### src/rtl/core/prefix_sum_search_tree_assert.svh
// ----------------------------------------------------------------------------
// prefix sum search tree assertion macros
// clocked property shorthands used by prefix_sum_search_tree
// ----------------------------------------------------------------------------
`ifndef PREFIX_SUM_SEARCH_TREE_ASSERT_SVH
`define PREFIX_SUM_SEARCH_TREE_ASSERT_SVH

// same-cycle implication, disabled in reset
`define PSST_ASSERT_NOW(label, clk, rst, ante, cons, msg) \
   label: assert property (@(posedge clk) disable iff (rst) (ante) |-> (cons)) \
      else $error(msg);

// next-cycle implication, disabled in reset
`define PSST_ASSERT_NEXT(label, clk, rst, ante, cons, msg) \
   label: assert property (@(posedge clk) disable iff (rst) (ante) |=> (cons)) \
      else $error(msg);

`endif

### src/rtl/core/psst_pkg.sv
// ----------------------------------------------------------------------------
// psst_pkg
// sizes, beat payload types and shared unit types of the prefix sum tree
// ----------------------------------------------------------------------------
`timescale 1ns / 1ps

package psst_pkg;

   // tree geometry
   localparam int MAX_LEAVES = 1024;
   localparam int VALUE_BITS = 16;
   localparam int LEAF_BITS  = $clog2(MAX_LEAVES);
   localparam int NODE_BITS  = LEAF_BITS + 1;
   localparam int NODE_COUNT = 2 * MAX_LEAVES - 1;
   localparam int SUM_BITS   = VALUE_BITS + LEAF_BITS;
   localparam int COUNT_BITS = 11;
   localparam int TARGET_BITS = 32;

   localparam logic [NODE_BITS-1:0]  LEAF_BASE = NODE_BITS'(MAX_LEAVES - 1);
   localparam logic [NODE_BITS-1:0]  NODE_LAST = NODE_BITS'(NODE_COUNT - 1);
   localparam logic [COUNT_BITS-1:0] COUNT_MAX = COUNT_BITS'(MAX_LEAVES);

   // operation codes
   localparam logic OP_UPDATE = 1'b0;
   localparam logic OP_QUERY  = 1'b1;

   // input beat
   typedef struct packed {
      logic                          op;
      logic [10:0]                   index;
      logic [15:0]                   value;
      logic signed [TARGET_BITS-1:0] target;
   } req_type;

   // result beat
   typedef struct packed {
      logic       accepted;
      logic       found;
      logic [9:0] position;
   } rsp_type;

   // node store access
   typedef struct packed {
      logic                 wr_en;
      logic [NODE_BITS-1:0] wr_addr;
      logic [SUM_BITS-1:0]  wr_data;
      logic [NODE_BITS-1:0] rd_addr;
   } ram_cmd_type;

   // shared add / subtract unit result
   typedef struct packed {
      logic [SUM_BITS-1:0] sum;
      logic                neg;
      logic                zero;
   } step_res_type;

endpackage

### src/rtl/core/psst_step_unit.sv
// ----------------------------------------------------------------------------
// psst_step_unit
// shared adder: sums sibling pairs on update, subtracts and compares on query
// ----------------------------------------------------------------------------
`timescale 1ns / 1ps

module psst_step_unit (
   input  logic [psst_pkg::SUM_BITS-1:0] acc,
   input  logic [psst_pkg::SUM_BITS-1:0] operand,
   input  logic                          sub,
   output psst_pkg::step_res_type        res
);
   import psst_pkg::*;

   logic [SUM_BITS:0] opnd_ext;
   logic [SUM_BITS:0] total;

   // one add with optional invert and carry in
   always_comb begin
      opnd_ext  = sub ? ~{1'b0, operand} : {1'b0, operand};
      total     = {1'b0, acc} + opnd_ext + {{SUM_BITS{1'b0}}, sub};
      res.sum   = total[SUM_BITS-1:0];
      res.neg   = sub & total[SUM_BITS];
      res.zero  = (total[SUM_BITS-1:0] == '0);
   end

endmodule
### config.mk
export PLATFORM = sky130hd
export DESIGN_NAME = psst_step_unit
export DESIGN_NICKNAME = d
export VERILOG_FILES = /design/src/rtl/core/prefix_sum_search_tree_assert.svh /design/src/rtl/core/psst_pkg.sv /design/src/rtl/core/psst_step_unit.sv
export SDC_FILE = /design/constraint.sdc
export NUM_CORES = 1
export LEC_CHECK = 0
export ABC_AREA = 1
export ABC_CLOCK_PERIOD_IN_PS = 2800
export BUFFER_PORTS_ARGS = -buffer_cell sky130_fd_sc_hd__buf_4
export CORE_UTILIZATION = 50
export DETAILED_ROUTE_END_ITERATION = 6
export PLACE_DENSITY = 0.78
export SLEW_MARGIN = 20
export SYNTH_ARGS = -nofsm -noshare
export SYNTH_HDL_FRONTEND = slang
export SYNTH_SLANG_ARGS = --single-unit
### constraint.sdc
create_clock -name vclk -period 2.8
set_input_delay 0.14 -clock vclk [all_inputs]
set_output_delay 0.14 -clock vclk [all_outputs]
set_load 0.01 [all_outputs]
Yosys cells after proc, flatten, opt, wreduce, memory -nomap -nowiden. Index checks and enable logic that the tools add are counted.

Register bits: 0. Bits of input ports: 53. Word-level logic and storage cells: 6. Output and inout port bits: 28.

Bitwise gates (word level): 2. Reduce and logical (&&, ||, !) cells: 1. $add $sub $neg: 2. Mux-type cells: 1.

Operators by type and width (count): $add A26 B27 Y27 (1); $add A27 B1 Y27 (1); $mux W27 (1); $not A26 Y27 (1); $logic_not A26 Y1 (1); $and A1 B1 Y1 (1).

Longest topological paths before layout. Gate-level depths: netlist of run 1.

Word-level depth: 5. Depth in mapped cells: 21. Mapped depth without buffers: 20.

Worst setup path before layout of run 1. Ideal clock, no wire load.

Path kind: input port to output port. From: input sub. To: output res[0] in the netlist's numbering. Path buffers: 2. Cell stages on the path: 17. Required time: 2660 ps. Slack: 521 ps. Data arrival time: 2139 ps. Cell sequence: buf_6 buf_2 xor2_1 ha_1 nand2_2 inv_2 a21oi_1 nand2_2 nand2_2 nand2_2 nand2_1 nand2_1 nor2_1 nand3_1 nor2_1 nand3_1 nor2_1.

RTL lines: start: declaration (line psst_step_unit.sv:10) `input logic sub,`; end: declaration (line psst_step_unit.sv:11) `output psst_pkg::step_res_type res`.

==> results of run 1 <==
[cells by family after synthesis]
group	count (synthesis)
AOI/OAI and AO/OA	40
xor gates and xnor gates	28
adders and majority gates	29
buffers and inverters	85
and+or+nand+nor	236
[Yosys cell counts (all sizes together)]
| master | instances | area [um^2] |
|---|---|---|
| nor3 | 5 | 30.03 |
| a21boi | 1 | 7.510 |
| nor2 | 40 | 155.1 |
| o21bai | 2 | 15.01 |
| nand3b | 3 | 22.52 |
| inv | 82 | 307.8 |
| nand3 | 29 | 150.1 |
| buf | 3 | 21.27 |
| a311oi | 1 | 8.760 |
| ha | 28 | 350.3 |
| xor2 | 27 | 251.5 |
| xnor2 | 1 | 8.760 |
| nand4 | 6 | 37.54 |
| and2 | 1 | 8.760 |
| nor4 | 1 | 6.260 |
| nand2 | 151 | 611.8 |
| o211ai | 1 | 7.510 |
| a21oi | 25 | 128.9 |
| fa | 1 | 20.02 |
| o21ai | 10 | 50.04 |
[power breakdown]
part	total, W	internal, W	switching [W]
registers	0	0	0
logic	0.000961	0.000400	0.000561
clock network	0	0	0
total	0.000961	0.000400	0.000561
[path summary, 6_finish.rpt]
kind	from	endpoint	slack (ns)	cells past startpoint
setup / recovery	sub	res[0]	0.15	20
hold / removal	acc[0]	res[2]	0.61	4
[stage by stage]
step	cells	setup slack, ns	util
3_3_place_gp	547	0.09068	0.6941
2_1_floorplan	418	0.5210	-
6_report	547	0.1497	0.6960
3_5_place_dp	547	0.01689	0.6941
5_1_grt	547	0.01378	0.6960
4_1_cts	547	0.01687	0.6941
[metal layers]
layer	track usage	share of wire	routed length [um]	vias up
li1	-	-	-	1451
met1	0.3611	0.46	2985	1228
met2	0.4755	0.46	2995	116
met3	0.01833	0.069	447	8
met4	0.03385	0.011	70	0
met5	0	0	0	-
[layout by cell type, fill, tap and decap left out, drive strengths merged, types with 3 or more instances in the layout]
cell and count:
nand2 151, buf 82, inv 82, nor2 40
nand3 29, ha 28, xor2 27, a21oi 25
o21ai 10, nand4 6, nor3 5, nand3b 3
[cell type report]
| class | count | area (um^2) | share of cell area |
|---|---|---|---|
| multi-input cells | 333 | 1871 | 0.6531 |
| well taps | 50 | 62.56 | 0.02184 |
| inverters | 82 | 307.8 | 0.1075 |
| repair buffers | 82 | 623.1 | 0.2176 |
[worst max-delay path: cells and delay by family]
| kind | cells | cell delay (ns) |
|---|---|---|
| AND/OR/NAND/NOR | 14 | 1.39 |
| buffers and inverters | 5 | 0.56 |
| adder cells (fa/ha/maj) | 1 | 0.39 |
==> impl_metrics.csv, run 1 <==
group,metric,value,unit
synth,netlist_instances,418,
synth,synth_top_family_by_area,"simple AND/OR/NAND/NOR gates",
synth,muxShareOfSynthArea,0,
detailed_routing,drt_iter0_markers,205,
floorplanning,die_height,68.33,um
power_and_ir_drop,powerDensity,335.7,nW/um^2
min_path,min_path_type,"input port to primary output",
critical_path,arrival,2.51,ns
global_route,grt_use_total,0.2691,
clocking,cts_setup_buffers,0,
synth,synthSimpleGateAreaFrac,0.4647,
clocking,hold_buffers,0,
detailed_routing,avgViaCountPerCell,5.124,
final_layout,area_growth,30.20,%
synth,syn_area,2200,um^2
floorplanning,rows,23,
timing,slew_viol_final,0,
synth,synth_xor_area_frac,0.1183,
synth,ys_seq_area_frac,0,
global_route,grt_pass1_wl,9.742,mm
timing,finalSetupTns,0,ns
synth,synth_cell_types,29,
synth,yosys_warnings,0,
final_layout,num-fill-cells,393,
final_layout,seq_area,0,um^2
final_layout,num-clock-buffers,0,
synth,syn_nets,500,
critical_path,path_class,"input port to primary output",
global_route,grt_pass1_vias,2293,
timing,finalHoldViolations,0,
final_layout,antenna_cells,0,
placed_design,dpl_cell_area,2856,um^2
detailed_routing,drc,0,
floorplanning,die_w,68.33,um
detailed_routing,finalWirelength,6.497,mm
floorplanning,initial_core_util,0.5345,
final_layout,stdcell_area,2864,um^2
flow_run,maxCapViolCount,0,
timing,min_period,2.650,ns
power_and_ir_drop,power.total,0.0009614,W
timing,rsz0062_at_grt,"false",
detailed_routing,via_count,2803,
critical_path,max_stage_delay,0.39,ns
clocking,cts_resized,0,
global_route,grt_max_degree,23,
placed_design,place_hpwl,5.678,mm
outcome,status,"complete, no violations",
timing,fmax,377.3,MHz
synth,synth_area_per_cell,5.262,um^2
timing,finalSetupViolations,0,
timing,max_slew_margin,0.6706,
critical_path,cp_max_fo,22,
global_route,antenna_found_initial,0,
floorplanning,dieArea,4668,um^2
final_layout,layout-drive-gt1-share,0.2213,
timing,finalCritPeriodShare,0.9465,
critical_path,crit_path_cell_trace,"buf_8 -> inv_2 -> nand2_2 -> and2_4 -> inv_1 -> fa_1 -> inv_1 -> nand2_1 -> nand2_1 -> nand3_1 -> nand2_2 -> nand2_2 -> nand3_1 -> nand2_1 -> nor2_1 -> nand3_1 -> nor2_1 -> nand3_1 -> nor2_1 -> buf_4",
final_layout,nNetsFinal,581,
detailed_routing,drtPass1Iterations,5,
synth,synth-adder-area-share,0.1684,
detailed_routing,ant_nets,0,
placed_design,portBuffers,81,
power_and_ir_drop,irDropWorstVdd,205.1,uV
placed_design,gp_congestion,0.8978,
critical_path,crit_required,2.66,ns
floorplanning,core_area,4115,um^2
synth,synth-compound-area-share,0.09898,
timing,worst_pin_slew,0.4890,ns
power_and_ir_drop,power_leakage,1.737,nW
critical_path,end_kind,"primary output",
global_route,grt_overflow,0,
critical_path,slowest_stage,"fa_1",
critical_path,cp_common_cell,"nand3_1",
detailed_routing,wl_per_cell,11.88,um
timing,holdWs,0.6058,ns
floorplanning,pin_count,81,
final_layout,seq_cells,0,
critical_path,critPathLaunchType,"input port",
No activity file was read; power rests on OpenSTA's default activity.
==> inputs of run 2 (changes only) <==
- MAX_ROUTING_LAYER: unset -> met4
- SLEW_MARGIN: 20 -> unset
==> impl_metrics.csv, run 2 (synthesis gave the netlist of run 1 again) <==
group,metric,value,unit
outcome,status,"complete, no violations",
global_route,grt_pass1_wl,10.12,mm
timing,max_slew_margin,0.6922,
detailed_routing,ant_nets,0,
placed_design,portBuffers,81,
final_layout,nNetsFinal,582,
timing,fmax,396.8,MHz
detailed_routing,finalWirelength,6.395,mm
critical_path,end_kind,"primary output",
floorplanning,core_area,4115,um^2
final_layout,area_growth,30.77,%
placed_design,place_hpwl,5.680,mm
final_layout,antenna_cells,0,
detailed_routing,via_count,2739,
floorplanning,pin_count,81,
final_layout,layout-drive-gt1-share,0.2229,
timing,finalHoldViolations,0,
placed_design,gp_congestion,0.8918,
power_and_ir_drop,power_leakage,1.744,nW
flow_run,maxCapViolCount,0,
critical_path,arrival,2.38,ns
critical_path,critPathLaunchType,"input port",
floorplanning,initial_core_util,0.5345,
global_route,grt_use_total,0.2869,
global_route,grt_overflow,0,
floorplanning,dieArea,4668,um^2
detailed_routing,drc,0,
timing,slew_viol_final,0,
global_route,grt_max_degree,23,
timing,finalWorstSetupSlack,0.2799,ns
detailed_routing,drtPass1Iterations,4,
min_path,min_path_type,"input port to primary output",
detailed_routing,avgViaCountPerCell,4.998,
final_layout,seq_area,0,um^2
critical_path,path_class,"input port to primary output",
timing,min_period,2.520,ns
final_layout,seq_cells,0,
final_layout,layout_commonest_cell,"nand2_1",
detailed_routing,drt_iter0_markers,203,
final_layout,num-clock-buffers,0,
critical_path,cp_max_fo,22,
power_and_ir_drop,irDropWorstVdd,163.8,uV
floorplanning,rows,23,
final_layout,layout_common_cells,"133 x nand2_1, 82 x buf_4, 80 x inv_1",
min_path,hold_end,"res[2]",
global_route,antenna_found_initial,0,
final_layout,final_util,0.6990,
clocking,hold_buffers,0,
global_route,grt_pass1_vias,2409,
floorplanning,die_height,68.33,um
min_path,min_from,"acc[0]",
placed_design,place_ws,0.1191,ns
detailed_routing,wl_per_cell,11.67,um
timing,worst_pin_slew,0.4569,ns
timing,finalSetupTns,0,ns
timing,finalSetupViolations,0,
min_path,whs_path_depth,4,
timing,holdWs,0.5926,ns
timing,rsz0062_at_grt,"false",
power_and_ir_drop,powerDensity,334.1,nW/um^2
floorplanning,die_w,68.33,um
timing,finalCritPeriodShare,0.9000,
critical_path,crit_required,2.66,ns
run 2: cell types whose count changed in the layout (fill, tap and decap cells not counted):
cell	change
buf_8	-1
buf_12	+1
buf_4	+1
run 2: worst max-delay path, stage by stage:
cell and delay [ns]:
buf_12 0.16, inv_2 0.05, nand2_2 0.05, and2_4 0.14, inv_1 0.05, fa_1 0.38
inv_1 0.14, nand2_1 0.08, nand2_1 0.09, nand3_1 0.11, nand3_1 0.10, nand2_1 0.07
nor2_1 0.13, nand2_1 0.07, nor2_1 0.09, nand3_1 0.07, nor2_1 0.14, nand3_1 0.09
nor2_1 0.09, buf_4 0.12
run 2: report_power, final:
part | switching (W) | total [W] | leakage [nW] | internal [W]
registers | 0 | 0 | 0 | 0
clock network | 0 | 0 | 0 | 0
logic | 0.000560 | 0.000961 | 1.74 | 0.000401
run 2: layout make-up:
cell class / count / area (um^2)
Multi-Input combinational cell: 333 / 1871
Fill cell: 431 / 1239
Timing Repair Buffer: 83 / 635.6
Inverter: 82 / 307.8
Tap cell: 50 / 62.56
run 2: how the worst max path moves through the flow:
stage | start | to | slack [ns] | cells past startpoint
5_1_grt | operand[0] | res[0] | 0.02 | 19
3_3_place_gp | sub | res[0] | 0.14 | 20
4_1_cts | sub | res[0] | 0.11 | 20
6_report | sub | res[0] | 0.28 | 20
3_5_place_dp | sub | res[0] | 0.12 | 20
2_1_floorplan | sub | res[0] | 0.52 | 17
run 2: stage by stage:
stage,instance area (um^2),power [W],cells
final,2877,0.0009610,548
after global routing,2877,0.001069,548
after CTS,2864,0.0009529,548
after detailed placement,2864,0.0009483,548
after global placement,2864,0.0009400,548
after floorplan,2200,0.0006061,418
run 2: what timing repair did:
item / 4_1_cts / 5_1_grt
endpoints found under the hold margin: 0 / 0
resized for setup: 0 / 3
setup buffers: 0 / 0
endpoints found under the setup margin: 0 / 1
run 2: metal layers:
metal,vias up,share of wire,track usage
met5,-,0,-
met4,0,0.0069,0.02604
met3,6,0.049,0.001667
met2,81,0.47,0.5098
met1,1187,0.48,0.3745
li1,1465,-,-
